## src/rtl/bta_pkg.sv

```systemverilog
package bta_pkg;

    localparam int HEAP_UNITS_DEF = 4096;
    localparam int ADDR_W         = 15;
    localparam int REQ_W          = 16;
    localparam int UNIT_SHIFT     = 3;
    localparam int NEED_W         = 14;
    localparam int OVERHEAD       = 2;
    localparam int GRANT_W        = ADDR_W - UNIT_SHIFT;

    localparam logic OP_ALLOC = 1'b0;
    localparam logic OP_FREE  = 1'b1;

    typedef struct packed {
        logic              op;
        logic [REQ_W-1:0]  req_bytes;
        logic [ADDR_W-1:0] block_addr;
    } in_word_t;

    typedef struct packed {
        logic              status;
        logic [ADDR_W-1:0] granted_addr;
    } out_word_t;

    typedef enum logic [3:0] {
        A_CLR,
        A_POS,
        A_POS_TAKE_M1,
        A_POS_TAKE,
        A_POS_SIZE_M1,
        A_START,
        A_START_SIZE_M1,
        A_START_SIZE,
        A_START_M1,
        A_FIRST,
        A_LAST
    } addr_sel_t;

    typedef enum logic [2:0] {
        D_ZERO,
        D_CLR,
        D_TAKE,
        D_REST,
        D_MERGED
    } data_sel_t;

    typedef enum logic [4:0] {
        S_CLEAR,
        S_IDLE,
        S_A_RD,
        S_A_EVAL,
        S_A_W0,
        S_A_W1,
        S_A_W2,
        S_A_W3,
        S_F_CHK,
        S_F_HDR,
        S_F_FRD,
        S_F_FTR,
        S_F_PRV,
        S_F_NRD,
        S_F_NXT,
        S_F_Z0,
        S_F_Z1,
        S_F_Z2,
        S_F_Z3,
        S_F_WF,
        S_F_WL,
        S_DONE
    } state_t;

    typedef struct packed {
        logic      load_in;
        logic      clr_inc;
        logic      rd_en;
        logic      wr_en;
        addr_sel_t addr_sel;
        data_sel_t data_sel;
        logic      pos_adv;
        logic      cap_tag;
        logic      init_span;
        logic      merge_prev;
        logic      merge_next;
        logic      set_fail;
        logic      out_load;
    } cmd_t;

    typedef struct packed {
        logic in_free;
        logic clr_last;
        logic pos_end;
        logic walk_bad;
        logic walk_fit;
        logic split;
        logic addr_bad;
        logic hdr_bad;
        logic ftr_bad;
        logic has_prev;
        logic prv_merge;
        logic has_next;
        logic nxt_merge;
        logic mp;
        logic mn;
        logic out_busy;
    } stat_t;

endpackage

```

## src/rtl/bta_ctrl.sv

```systemverilog
module bta_ctrl import bta_pkg::*; (
    input  logic  aclk,
    input  logic  aresetn,
    input  logic  s_valid,
    output logic  s_ready,
    input  stat_t stat,
    output cmd_t  cmd
);

    state_t state_reg, state_next;

    always_ff @(posedge aclk) begin
        if (!aresetn) begin
            state_reg <= S_CLEAR;
        end else begin
            state_reg <= state_next;
        end
    end

    always_comb begin
        state_next = state_reg;
        unique case (state_reg)
            S_CLEAR:  if (stat.clr_last) state_next = S_IDLE;
            S_IDLE: begin
                if (s_valid) state_next = stat.in_free ? S_F_CHK : S_A_RD;
            end
            S_A_RD:   state_next = stat.pos_end ? S_DONE : S_A_EVAL;
            S_A_EVAL: begin
                if (stat.walk_bad)      state_next = S_DONE;
                else if (stat.walk_fit) state_next = S_A_W0;
                else                    state_next = S_A_RD;
            end
            S_A_W0:   state_next = S_A_W1;
            S_A_W1:   state_next = stat.split ? S_A_W2 : S_DONE;
            S_A_W2:   state_next = S_A_W3;
            S_A_W3:   state_next = S_DONE;
            S_F_CHK:  state_next = stat.addr_bad ? S_DONE : S_F_HDR;
            S_F_HDR:  state_next = stat.hdr_bad ? S_DONE : S_F_FRD;
            S_F_FRD:  state_next = S_F_FTR;
            S_F_FTR: begin
                if (stat.ftr_bad)       state_next = S_DONE;
                else if (stat.has_prev) state_next = S_F_PRV;
                else                    state_next = S_F_NRD;
            end
            S_F_PRV:  state_next = S_F_NRD;
            S_F_NRD:  state_next = stat.has_next ? S_F_NXT : S_F_Z0;
            S_F_NXT:  state_next = S_F_Z0;
            S_F_Z0:   state_next = S_F_Z1;
            S_F_Z1:   state_next = S_F_Z2;
            S_F_Z2:   state_next = S_F_Z3;
            S_F_Z3:   state_next = S_F_WF;
            S_F_WF:   state_next = S_F_WL;
            S_F_WL:   state_next = S_DONE;
            S_DONE:   if (!stat.out_busy) state_next = S_IDLE;
            default:  state_next = S_CLEAR;
        endcase
    end

    always_comb begin
        cmd          = '0;
        cmd.addr_sel = A_POS;
        cmd.data_sel = D_ZERO;
        s_ready      = 1'b0;
        unique case (state_reg)
            S_CLEAR: begin
                cmd.wr_en    = 1'b1;
                cmd.clr_inc  = 1'b1;
                cmd.addr_sel = A_CLR;
                cmd.data_sel = D_CLR;
            end
            S_IDLE: begin
                s_ready     = 1'b1;
                cmd.load_in = s_valid;
            end
            S_A_RD: begin
                cmd.rd_en    = !stat.pos_end;
                cmd.set_fail = stat.pos_end;
            end
            S_A_EVAL: begin
                cmd.cap_tag  = 1'b1;
                cmd.set_fail = stat.walk_bad;
                cmd.pos_adv  = !stat.walk_bad && !stat.walk_fit;
            end
            S_A_W0: begin
                cmd.wr_en    = 1'b1;
                cmd.data_sel = D_TAKE;
            end
            S_A_W1: begin
                cmd.wr_en    = 1'b1;
                cmd.addr_sel = A_POS_TAKE_M1;
                cmd.data_sel = D_TAKE;
            end
            S_A_W2: begin
                cmd.wr_en    = 1'b1;
                cmd.addr_sel = A_POS_TAKE;
                cmd.data_sel = D_REST;
            end
            S_A_W3: begin
                cmd.wr_en    = 1'b1;
                cmd.addr_sel = A_POS_SIZE_M1;
                cmd.data_sel = D_REST;
            end
            S_F_CHK: begin
                cmd.rd_en    = !stat.addr_bad;
                cmd.addr_sel = A_START;
            end
            S_F_HDR: cmd.cap_tag = 1'b1;
            S_F_FRD: begin
                cmd.rd_en    = 1'b1;
                cmd.addr_sel = A_START_SIZE_M1;
            end
            S_F_FTR: begin
                cmd.init_span = 1'b1;
                cmd.rd_en     = !stat.ftr_bad && stat.has_prev;
                cmd.addr_sel  = A_START_M1;
            end
            S_F_PRV: cmd.merge_prev = stat.prv_merge;
            S_F_NRD: begin
                cmd.rd_en    = stat.has_next;
                cmd.addr_sel = A_START_SIZE;
            end
            S_F_NXT: cmd.merge_next = stat.nxt_merge;
            S_F_Z0: begin
                cmd.wr_en    = 1'b1;
                cmd.addr_sel = A_START;
            end
            S_F_Z1: begin
                cmd.wr_en    = 1'b1;
                cmd.addr_sel = A_START_SIZE_M1;
            end
            S_F_Z2: begin
                cmd.wr_en    = stat.mp;
                cmd.addr_sel = A_START_M1;
            end
            S_F_Z3: begin
                cmd.wr_en    = stat.mn;
                cmd.addr_sel = A_START_SIZE;
            end
            S_F_WF: begin
                cmd.wr_en    = 1'b1;
                cmd.addr_sel = A_FIRST;
                cmd.data_sel = D_MERGED;
            end
            S_F_WL: begin
                cmd.wr_en    = 1'b1;
                cmd.addr_sel = A_LAST;
                cmd.data_sel = D_MERGED;
            end
            S_DONE: cmd.out_load = !stat.out_busy;
            default: cmd.load_in = 1'b0;
        endcase
    end

endmodule

```

## config.mk

```make
export PLATFORM = sky130hd
export DESIGN_NAME = bta_ctrl
export DESIGN_NICKNAME = d
export VERILOG_FILES = /design/src/rtl/bta_pkg.sv /design/src/rtl/bta_ctrl.sv
export SDC_FILE = /design/constraint.sdc
export NUM_CORES = 1
export LEC_CHECK = 0
export ABC_AREA = 1
export BUFFER_PORTS_ARGS = -buffer_cell sky130_fd_sc_hd__buf_2
export CAP_MARGIN = 20
export CELL_PAD_IN_SITES_DETAIL_PLACEMENT = 0
export CELL_PAD_IN_SITES_GLOBAL_PLACEMENT = 1
export CORE_ASPECT_RATIO = 1.75
export CORE_UTILIZATION = 25
export DETAILED_ROUTE_END_ITERATION = 10
export PLACE_DENSITY = 0.85
export SYNTH_ARGS = -nofsm -noshare
export SYNTH_HDL_FRONTEND = slang
export SYNTH_SLANG_ARGS = --single-unit
```

## constraint.sdc

```tcl
create_clock -name aclk -period 1.3 [get_ports aclk]
set_input_delay 0.065 -clock aclk [delete_from_list [all_inputs] [get_ports aclk]]
set_output_delay 0.065 -clock aclk [all_outputs]
set_load 0.01 [all_outputs]
```

==> metrics <==
status=complete, but fails checks; violated checks=negative setup slack; ranking of synthesized cells by area=nand2_1 (20%), nor2_1 (18%), nand3_1 (16%); Post-synth top flop=dfxtp_1; initial drt markers=87; Rows=27; first-pass GRT wire length=between 7 and 8 mm; Worst EP arrival=1.57 ns; synth unique cells=18; EDFF count, synth=0; Ys Warns=0; placed wire-length estimate=approximately 3.1 mm; crit start category=flip-flop; Crit Path Class=flip-flop to primary output; Remaining DRCs=0; synth cell count leaders=nand2_1 (44), nor2_1 (41), inv_1 (29); number of global-route vias before repair=1644; Synth async-reset ratio=0; Die H=78.4 um; CP Cell Sequence=inv_4, nor2_2, buf_4, nand3_4, buf_6, nand2_4, nor2_2, nand2_1, o21ai_2, buf_2; TritonCTS clock tree=done; FF-to-FF Start=state_reg[0]; IO Pins=38; slowest CP cell=dfxtp_4; vias=around 1600; cell area power density=between 1000 and 1500 nW/um2; Tcrit/Tclk final=1.26; Syn Nets=approximately 190; Max Clock Freq=approximately 0.6 GHz; Top cell by count, worst path=nor2_2; Worst Hold Class=input pin to flip-flop; x dimension of the die=45.6 um; Worst Path Buf+Inv=4; # setup viols final=23; final hold violation count=0; Die ar.=3580 um2; min Tclk post-route=approximately 1.6 ns; Mapped Cells=between 150 and 200; core area=roughly 3200 um2; detailed-route vias per instance=~5.2; Max Clock Skew=0.00140 ns; Initial Util=0.262; slew margin rel.=0.792; Num CTS Buffers=3; layout cells sized above 1=0.673; LEAKAGE=about 1.1 nW; Syn Std Cell Area=around 830 um2; TritonRoute pass-1 iters=4; Worst Setup SP=state_reg[0]; final slew viol count=0; pin count of the biggest net entering global routing=8; maximum clock insertion buffer count=2; total gr overflow=0; Worst Max-Slew Pin Slew=0.311 ns; Max FO, Critical Path=5; clk root buf=clkbuf_8; Util after Layout=0.661; DR WL/cell=~16 um; Setup TNS=-4.53 ns; Seq cells post-synth=5; CP top delay family=buffers and inverters; Yosys top cell by area=nand2_1; area grow syn2layout=152%; top cell type's share of synthesized area=0.198; worst slack, placed=-0.269 ns; clock transition at the registers of the reported paths=0.04 ns; CP max stage delay=between 0.3 and 0.4 ns; unrepaired setup endpoints after global routing=yes; setup slack after layout=-0.337 ns; endpoint type of the worst setup path=primary output; GPL Wtd Cong=0.967; Routed Antenna Nets=0; Skew-Pair Late Insertion Delay=0.22 ns; most numerous cell in the Yosys netlist=nand2_1; WL final=~5.0 mm; initial antenna violation count=0; Antenna diodes=0; fin nets=a little under 300; syn avg cell area=around 4.8 um2; worst vdd ir=around 1 mV; max FFs per register=5; # H-tree levels=1; sequential element share of the synthesized area=0.120; Worst EP required=1.24 ns; number of port buffers=37; Total GRT Usage=0.277; MaxCap Viol Count=0; # clock sinks=5; Hold Startpoint=aresetn
-- layout make-up --
cell class	instances	area [um2]
Fill cell	270	1080
Multi-Input combinational cell	138	1020
Timing Repair Buffer	96	752
Sequential cell	5	116
Inverter	29	116
Tap cell	43	53.8
Clock buffer	4	45.0
-- report_power, final --
part / switching, mW / internal [mW]
Sequential: 0.0873 / 0.216
Combinational: 1.36 / 1.16
Clock: 0.0847 / 0.211
-- logic make-up after synthesis --
family | count (synthesis) | synth area share
AND/OR/NAND/NOR | 123 | 0.623
buffers and inverters | 31 | 0.153
flip-flops | 5 | 0.120
AO/OA/AOI/OAI | 15 | 0.104
-- placed cells by master, fill, tap and decap left out, drive strengths merged, types with 3 or more instances in the layout --
master  Yosys  routed
a21oi       3       3
nand3      26      26
dfxtp       5       5
nand2      44      44
inv        29      29
buf         2      96
nor2       43      43
nor3        5       5
o21ai       7       7
clkbuf      0       4
-- metrics by stage --
stage | cells | instance area (um2) | hold WS, ns | power (mW)
6_report | 315 | 2100 | 0.0532 | 3.11
5_1_grt | 315 | 2100 | 0.0574 | 3.31
4_1_cts | 313 | 1890 | 0.0552 | 2.73
3_5_place_dp | 292 | 1420 | 0.280 | 1.90
3_3_place_gp | 292 | 1420 | 0.284 | 1.90
2_1_floorplan | 174 | 891 | 0.163 | 1.14
-- routing by layer --
layer / track usage / part of all wire / vias to the layer above
met5: 0 / 0 / -
met3: 0.0276 / 0.061 / 27
met2: 0.497 / 0.55 / 99
met4: 0.227 / 0.051 / 0
met1: 0.256 / 0.34 / 744
li1: - / - / 757
-- worst register-to-register path, delay by kind of cell (launching register included) --
kind	cells	cell delay (ns)
flip-flops	1	0.39
AO/OA/AOI/OAI	1	0.15
buffers and inverters	3	0.37
AND/OR/NAND/NOR	8	0.61
-- path summary, 6_finish.rpt --
path                            depth (start not counted)  slack (ns)            to
worst max-delay path                                   10       -0.34       cmd[10]
worst min-delay path                                    3        0.05  state_reg[2]
worst max register to register                         12       -0.29  state_reg[0]
worst min register to register                          6        0.88  state_reg[2]
-- timing repair --
item,in CTS,in global routing
endpoints found under the setup margin,24,24
pin swaps,23,15
gates resized for setup,87,44
hold buffers,0,0
setup buffers,17,2
Note: power is estimated with default switching activity, not from simulation.
